===== config.mk =====
export PLATFORM = sky130hd
export DESIGN_NAME = drive_command_mixer
export DESIGN_NICKNAME = d
export VERILOG_FILES = /design/src/hdl/dcm_pkg.sv /design/src/hdl/drive_command_mixer.sv
export SDC_FILE = /design/constraint.sdc
export NUM_CORES = 1
export LEC_CHECK = 0
export BUFFER_PORTS_ARGS = -buffer_cell sky130_fd_sc_hd__buf_2
export CAP_MARGIN = 20
export CORE_MARGIN = 2
export CORE_UTILIZATION = 35
export CTS_CLUSTER_DIAMETER = 100
export DETAILED_ROUTE_END_ITERATION = 10
export GPL_ROUTABILITY_DRIVEN = 1
export GPL_TIMING_DRIVEN = 0
export PLACE_DENSITY_LB_ADDON = 0.08
export SLEW_MARGIN = 20
export SYNTH_ARGS = -nofsm -noshare
export SYNTH_HDL_FRONTEND = slang
export SYNTH_SLANG_ARGS = --single-unit

===== constraint.sdc =====
create_clock -name clk -period 11.4 [get_ports clk]
set_input_delay 1.14 -clock clk [delete_from_list [all_inputs] [get_ports clk]]
set_output_delay 1.14 -clock clk [all_outputs]
set_load 0.01 [all_outputs]

===== src/hdl/dcm_pkg.sv =====
// ----------------------------------------------------------------------------
// dcm_pkg: shared constants for the drive command mixer
// Command characters, register indexes, field widths and wheel limits.
// ----------------------------------------------------------------------------
package dcm_pkg;

  // Field widths
  localparam int CmdWidth   = 8;
  localparam int SpeedWidth = 7;
  localparam int ScaleWidth = 4;
  localparam int DutyWidth  = 10;
  localparam int TargWidth  = 8;
  localparam int CfgIdxWidth = 2;

  typedef logic [CmdWidth-1:0]   cmd_t;
  typedef logic [SpeedWidth-1:0] speed_t;
  typedef logic [ScaleWidth-1:0] scale_t;
  typedef logic [DutyWidth-1:0]  duty_t;
  typedef logic signed [TargWidth-1:0] target_t;

  // Command characters
  localparam cmd_t CmdFwd   = 8'h46;  // F
  localparam cmd_t CmdBack  = 8'h42;  // B
  localparam cmd_t CmdLeft  = 8'h4C;  // L
  localparam cmd_t CmdRight = 8'h52;  // R
  localparam cmd_t CmdStop  = 8'h53;  // S
  localparam cmd_t CmdZero  = 8'h30;  // 0
  localparam cmd_t CmdUp    = 8'h54;  // T
  localparam cmd_t CmdDown  = 8'h58;  // X
  localparam cmd_t CmdAuto  = 8'h41;  // A
  localparam cmd_t CmdPause = 8'h50;  // P
  localparam cmd_t CmdMan   = 8'h4D;  // M

  // Configuration register indexes
  localparam logic [CfgIdxWidth-1:0] RegSpeedStep  = 2'd0;
  localparam logic [CfgIdxWidth-1:0] RegSpeedLimit = 2'd1;
  localparam logic [CfgIdxWidth-1:0] RegDutyScale  = 2'd2;

  // Reset values
  localparam speed_t ResetSpeed = 7'd50;
  localparam speed_t ResetStep  = 7'd10;
  localparam speed_t ResetLimit = 7'd100;
  localparam scale_t ResetScale = 4'd10;

  // Wheel and duty limits
  localparam speed_t WheelMax = 7'd100;
  localparam duty_t  DutyMax  = 10'd1000;

endpackage


===== src/hdl/drive_command_mixer.sv =====
// ----------------------------------------------------------------------------
// drive_command_mixer
// Decodes serial command bytes into drive targets and mixes them into
// left/right wheel direction and PWM duty values.
// ----------------------------------------------------------------------------
//  channel  | signals                                   | direction
//  ---------+-------------------------------------------+----------
//  cmd      | cmd_valid, cmd_stall, command_byte        | in
//  wheel    | wheel_valid, wheel_stall, left_*, right_*,| out
//           | speed_now                                 |
//  cfg      | cfg_write, cfg_index, cfg_data            | in
//
//  One byte per cycle sustained while the wheel channel does not stall. A
//  byte waits in the input register, then updates the state and loads the
//  result register as it moves on. Bytes that leave the block in auto mode
//  yield no result. rst (synchronous) restores manual mode, speed 50, zero
//  targets and the register defaults. A stall on the wheel channel holds
//  the result register and, once the input register is also full, raises
//  cmd_stall.
// ----------------------------------------------------------------------------
module drive_command_mixer (
  input  logic                            clk,
  input  logic                            rst,
  // command channel
  input  logic                            cmd_valid,
  output logic                            cmd_stall,
  input  dcm_pkg::cmd_t                   command_byte,
  // result channel
  output logic                            wheel_valid,
  input  logic                            wheel_stall,
  output logic                            left_reverse,
  output dcm_pkg::duty_t                  left_duty,
  output logic                            right_reverse,
  output dcm_pkg::duty_t                  right_duty,
  output dcm_pkg::speed_t                 speed_now,
  // configuration
  input  logic                            cfg_write,
  input  logic [dcm_pkg::CfgIdxWidth-1:0] cfg_index,
  input  dcm_pkg::speed_t                 cfg_data
);

  // Configuration registers
  dcm_pkg::speed_t speed_step;
  dcm_pkg::speed_t speed_limit;
  dcm_pkg::scale_t duty_scale;

  // Input register
  logic            cmd_held;
  dcm_pkg::cmd_t   cmd_reg;

  // Block state
  logic              auto_mode;
  dcm_pkg::speed_t   speed_setting;
  dcm_pkg::target_t  throttle_target;
  dcm_pkg::target_t  steering_target;

  logic              auto_mode_next;
  dcm_pkg::speed_t   speed_setting_next;
  dcm_pkg::target_t  throttle_target_next;
  dcm_pkg::target_t  steering_target_next;

  logic              advance;
  logic              speed_changed;
  logic [dcm_pkg::SpeedWidth:0] up_sum;
  dcm_pkg::target_t  speed_pos;
  dcm_pkg::target_t  speed_neg;

  logic              left_rev_next;
  logic              right_rev_next;
  dcm_pkg::duty_t    left_duty_next;
  dcm_pkg::duty_t    right_duty_next;
  logic signed [dcm_pkg::TargWidth:0] left_mix;
  logic signed [dcm_pkg::TargWidth:0] right_mix;

  // Saturate a mixed value to the wheel range and form its duty
  function automatic logic [dcm_pkg::DutyWidth:0] wheel_out(
    input logic signed [dcm_pkg::TargWidth:0] mix,
    input dcm_pkg::scale_t                    scale
  );
    logic                                  rev;
    logic [dcm_pkg::TargWidth:0]           abs_val;
    dcm_pkg::speed_t                       mag;
    logic [dcm_pkg::SpeedWidth+dcm_pkg::ScaleWidth-1:0] prod;
    dcm_pkg::duty_t                        duty;
    rev     = mix[dcm_pkg::TargWidth];
    abs_val = rev ? (~mix + 1'b1) : mix;
    if (abs_val > {2'b00, dcm_pkg::WheelMax}) begin
      mag = dcm_pkg::WheelMax;
    end else begin
      mag = abs_val[dcm_pkg::SpeedWidth-1:0];
    end
    prod = {{dcm_pkg::ScaleWidth{1'b0}}, mag} * {{dcm_pkg::SpeedWidth{1'b0}}, scale};
    if (prod > {1'b0, dcm_pkg::DutyMax}) begin
      duty = dcm_pkg::DutyMax;
    end else begin
      duty = prod[dcm_pkg::DutyWidth-1:0];
    end
    return {rev, duty};
  endfunction

  // Move the held byte on unless a finished result is waiting
  assign advance   = cmd_held && !(wheel_valid && wheel_stall);
  assign cmd_stall = cmd_held && !advance;

  // Configuration writes
  always_ff @(posedge clk) begin
    if (rst) begin
      speed_step  <= dcm_pkg::ResetStep;
      speed_limit <= dcm_pkg::ResetLimit;
      duty_scale  <= dcm_pkg::ResetScale;
    end else if (cfg_write) begin
      case (cfg_index)
        dcm_pkg::RegSpeedStep:  speed_step  <= cfg_data;
        dcm_pkg::RegSpeedLimit: speed_limit <= cfg_data;
        dcm_pkg::RegDutyScale:  duty_scale  <= cfg_data[dcm_pkg::ScaleWidth-1:0];
        default: ;
      endcase
    end
  end

  // Capture the incoming byte
  always_ff @(posedge clk) begin
    if (rst) begin
      cmd_held <= 1'b0;
    end else if (cmd_valid && !cmd_stall) begin
      cmd_held <= 1'b1;
    end else if (advance) begin
      cmd_held <= 1'b0;
    end
  end

  always_ff @(posedge clk) begin
    if (cmd_valid && !cmd_stall) begin
      cmd_reg <= command_byte;
    end
  end

  // Decode the command into the next state
  always_comb begin
    auto_mode_next       = auto_mode;
    speed_setting_next   = speed_setting;
    throttle_target_next = throttle_target;
    steering_target_next = steering_target;
    speed_changed        = 1'b0;
    up_sum    = {1'b0, speed_setting} + {1'b0, speed_step};
    speed_pos = dcm_pkg::target_t'({1'b0, speed_setting});
    speed_neg = -speed_pos;
    case (cmd_reg)
      dcm_pkg::CmdFwd: begin
        auto_mode_next       = 1'b0;
        throttle_target_next = speed_pos;
        steering_target_next = '0;
      end
      dcm_pkg::CmdBack: begin
        auto_mode_next       = 1'b0;
        throttle_target_next = speed_neg;
        steering_target_next = '0;
      end
      dcm_pkg::CmdLeft: begin
        auto_mode_next       = 1'b0;
        throttle_target_next = '0;
        steering_target_next = speed_neg;
      end
      dcm_pkg::CmdRight: begin
        auto_mode_next       = 1'b0;
        throttle_target_next = '0;
        steering_target_next = speed_pos;
      end
      dcm_pkg::CmdStop, dcm_pkg::CmdZero, dcm_pkg::CmdPause, dcm_pkg::CmdMan: begin
        auto_mode_next       = 1'b0;
        throttle_target_next = '0;
        steering_target_next = '0;
      end
      dcm_pkg::CmdUp: begin
        speed_changed = 1'b1;
        if (up_sum > {1'b0, speed_limit}) begin
          speed_setting_next = speed_limit;
        end else begin
          speed_setting_next = up_sum[dcm_pkg::SpeedWidth-1:0];
        end
      end
      dcm_pkg::CmdDown: begin
        speed_changed = 1'b1;
        if (speed_step > speed_setting) begin
          speed_setting_next = '0;
        end else begin
          speed_setting_next = speed_setting - speed_step;
        end
      end
      dcm_pkg::CmdAuto: begin
        auto_mode_next = 1'b1;
      end
      default: ;
    endcase

    // Rescale a moving throttle to the new speed in manual mode, keeping its sign
    if (speed_changed && !auto_mode) begin
      if (throttle_target > 0) begin
        throttle_target_next = dcm_pkg::target_t'({1'b0, speed_setting_next});
      end else if (throttle_target < 0) begin
        throttle_target_next = -dcm_pkg::target_t'({1'b0, speed_setting_next});
      end
    end
  end

  // Mix throttle and steering into the two wheels
  always_comb begin
    left_mix  = {throttle_target_next[dcm_pkg::TargWidth-1], throttle_target_next}
              + {steering_target_next[dcm_pkg::TargWidth-1], steering_target_next};
    right_mix = {throttle_target_next[dcm_pkg::TargWidth-1], throttle_target_next}
              - {steering_target_next[dcm_pkg::TargWidth-1], steering_target_next};
    {left_rev_next, left_duty_next}   = wheel_out(left_mix, duty_scale);
    {right_rev_next, right_duty_next} = wheel_out(right_mix, duty_scale);
  end

  // Update the state as each byte moves on
  always_ff @(posedge clk) begin
    if (rst) begin
      auto_mode       <= 1'b0;
      speed_setting   <= dcm_pkg::ResetSpeed;
      throttle_target <= '0;
      steering_target <= '0;
    end else if (advance) begin
      auto_mode       <= auto_mode_next;
      speed_setting   <= speed_setting_next;
      throttle_target <= throttle_target_next;
      steering_target <= steering_target_next;
    end
  end

  // Result register: load in manual mode, drop on transfer
  always_ff @(posedge clk) begin
    if (rst) begin
      wheel_valid <= 1'b0;
    end else if (advance && !auto_mode_next) begin
      wheel_valid <= 1'b1;
    end else if (!wheel_stall) begin
      wheel_valid <= 1'b0;
    end
  end

  always_ff @(posedge clk) begin
    if (advance && !auto_mode_next) begin
      left_reverse  <= left_rev_next;
      left_duty     <= left_duty_next;
      right_reverse <= right_rev_next;
      right_duty    <= right_duty_next;
      speed_now     <= speed_setting_next;
    end
  end

  // Checks
  a_duty_limit: assert property (@(posedge clk) disable iff (rst)
    wheel_valid |-> (left_duty <= dcm_pkg::DutyMax && right_duty <= dcm_pkg::DutyMax))
    else $error("wheel duty above limit");

  a_one_target: assert property (@(posedge clk) disable iff (rst)
    (throttle_target != 0) |-> (steering_target == 0))
    else $error("throttle and steering both active");

  a_auto_silent: assert property (@(posedge clk) disable iff (rst)
    (advance && auto_mode_next) |=> !wheel_valid)
    else $error("result produced in auto mode");

endmodule

==> flow_metrics.tcl <==
set metrics [dict create \
    status "completed" \
    fill_cells 2152 \
    cts_buffers 9 \
    area_growth_pct 15.9 \
    ys_seq_elements 81 \
    cts.sinks 81 \
    drive_gt1_share_pct 15.6 \
    top_regs "left_duty: 10 flops, right_duty: 10 flops" \
    postRouteAntennaNets 0 \
    initialDrtViolationCount 375 \
    start_util_pct 35.9 \
    async_reset_ff_share_pct 0 \
    insertion_delay_ns 0.35 \
    via_per_inst 5.15 \
    synth_ff_type "dfxtp_1" \
    crit_top_cell "a21oi_1" \
    fp-row-count 53 \
    synth_area_um2 7600 \
    drc 0 \
    routed_wl_um 19800 \
    fin_crit_ns 10.63 \
    cts_buffer_depth 2 \
    layout.nets 1076 \
    avgSynthCellArea_um2 8.58 \
    critPathKind "reg2reg" \
    core_area_um2 21200 \
    power_mw 1.38 \
    grt_pass1_vias 6131 \
    vias 6386 \
    drt-pass1-iter-count 5 \
    finalSetupViolCount 0 \
    yosysWarnings 0 \
    arrival_ns 10.84 \
    maxSlewViolCount 0 \
    clock_skew_ns 0.00879 \
    grt_pass1_wl_um 32400 \
    powerDensity_nw_per_um2 156 \
    die_y_um 151 \
    crit_required_ns 11.61 \
    crit_path_start_kind "register" \
    power.static_leakage_nw 3.94 \
    antenna_found_initial 0 \
    cts_root_buf "clkbuf_16" \
    fmax_mhz 94.1 \
    grt_usage_pct 18.1 \
    cts_tree "yes" \
    finalCritPeriodShare_pct 93.3 \
    fin_cells 1239 \
    grt_start_max_net_pins 23 \
    irDropWorstVdd_uv 76.4 \
    max-slew-margin-rel_pct 32.5 \
    seq_area_frac_synth_pct 26.2 \
    globalplace.congestion 0.861 \
    die_area_um2 22900 \
    portBuffers 52 \
    cap_violations 0 \
    yosysUniqueCellTypes 78 \
    dp.cells 1214 \
    ios 53 \
    pre_cts_ws_ns -0.608 \
    slowest_delay_ns 0.57 \
    cp_slowest_cell "fa_1" \
    synth_edf_count 37 \
    min-delay-path-class "reg2reg" \
    wire_per_inst_um 16.0 \
    synth_cells 886 \
    die_w_um 151 \
    cts_hold_buf 0 \
    cp-end-kind "register" \
    path_clk_slew_ns 0.07 \
    worst-slew-pin-transition_ns 1.01 \
    htreeDepth 3 \
    cp_max_fo 10 \
    dp_hpwl_um 15700 \
    grt_overflow 0 \
    antenna_cells 0 \
    fin_ws_ns 0.769 \
    syn_nets 1003 \
    finalHoldViolations 0 \
    fin_util_pct 41.7 \
]
## power by group
group | internal [mW] | switching (mW)
Sequential | 0.352 | 0.0117
Clock | 0.207 | 0.134
Combinational | 0.287 | 0.386
Total | 0.846 | 0.532
## metrics by stage
step	instance area, um2	TNS [ns]	hold slack, ns
finish	8810	0	0.478
global route	8810	-0.0381	0.495
CTS	8610	0	0.469
detailed placement	8250	-6.62	0.460
global placement	8210	-6.65	0.458
floorplan	7600	0	0.434
## metal layers
layer | vias to the layer above | global-route usage, % | share of wire [%]
met5 | - | 0 | 0
met4 | 0 | 3.04 | 0.88
met3 | 13 | 2.47 | 3.4
met2 | 121 | 31.9 | 49
met1 | 3004 | 23.9 | 46
li1 | 3248 | - | -
## area by class of cell
type                            instances  area [um2]  area share, %
Buffer                                 38         265           3.01
Clock buffer                           11         254           2.88
Clock inverter                          5        83.8          0.951
Inverter                               81         304           3.45
Multi-Input combinational cell        685        5210           59.1
Sequential cell                        81        1990           22.6
Tap cell                              275         344           3.90
Timing Repair Buffer                   63         363           4.12
## Yosys cell counts, types with 7 or more instances
master    instances  area (um2)
inv_1            79         297
nand2_1          78         293
nor2_1           72         270
ha_1             71         888
a21oi_1          62         310
dfxtp_1          44         881
xnor2_1          38         333
edfxtp_1         37        1110
and2_1           26         163
o21ai_0          25         125
fa_1             24         480
clkbuf_1         20        75.1
nand3_1          20         100
nor2b_1          19         119
mux2i_1          17         170
xor2_1           17         149
and3_1           16         100
nor3_1           15        75.1
a21o_1           13        97.6
o21bai_1         13        97.6
a211oi_1         11        82.6
clkbuf_8         11         151
o21a_1           10        75.1
nand2b_1          9        56.3
nor4_1            9        56.3
or2_2             8        50.1
o211ai_1          7        52.6
or3_1             7        43.8
## critical path: cells and delay by family (launching register included)
| kind | cells | cell delay [ns] |
|---|---|---|
| AO/OA/AOI/OAI | 16 | 3.33 |
| XOR/XNOR | 3 | 0.66 |
| adder cells (fa/ha/maj) | 8 | 3.02 |
| buffers and inverters | 6 | 0.87 |
| flip-flops | 1 | 0.47 |
| multiplexers | 1 | 0.20 |
| AND/OR/NAND/NOR | 11 | 1.92 |
## placed cells by master, fill, tap and decap left out, drive strengths merged, types with 24 or more instances in the layout
cell type / Yosys / routed
fa: 24 / 24
nor2: 72 / 72
nand2: 80 / 80
and2: 27 / 27
edfxtp: 37 / 37
dfxtp: 44 / 44
xnor2: 39 / 39
ha: 71 / 71
o21ai: 29 / 29
clkbuf: 34 / 44
a21oi: 65 / 65
buf: 5 / 68
inv: 80 / 82
## what timing repair did
item | in CTS | in global routing
gates resized for setup | 5 | 21
setup endpoints to repair | 20 | 20
pin swaps | 0 | 3
setup buffers | 0 | 10
## kinds of logic (layout without fill, tap and decap cells)
family                     after synthesis  in the layout  share of synthesized area (%)
AOI/OAI and AO/OA                      200            200                           17.8
xor gates and xnor gates                56             56                           6.55
buffers and inverters                  120            198                           7.54
DFF                                     81             81                           26.2
and+or+nand+nor                        315            315                           21.3
muxes                                   19             19                           2.63
adders and majority gates               95             95                           18.0
## path summary, 6_finish.rpt
check / endpoint / slack, ns / startpoint / depth (start not counted)
max: right_duty[0] / 0.77 / speed_setting[0] / 45
min: steering_target[0] / 0.48 / steering_target[0] / 2
max reg2reg: right_duty[0] / 0.77 / speed_setting[0] / 45
min reg2reg: steering_target[0] / 0.48 / steering_target[0] / 2
Note: power is estimated with default switching activity, not from simulation.
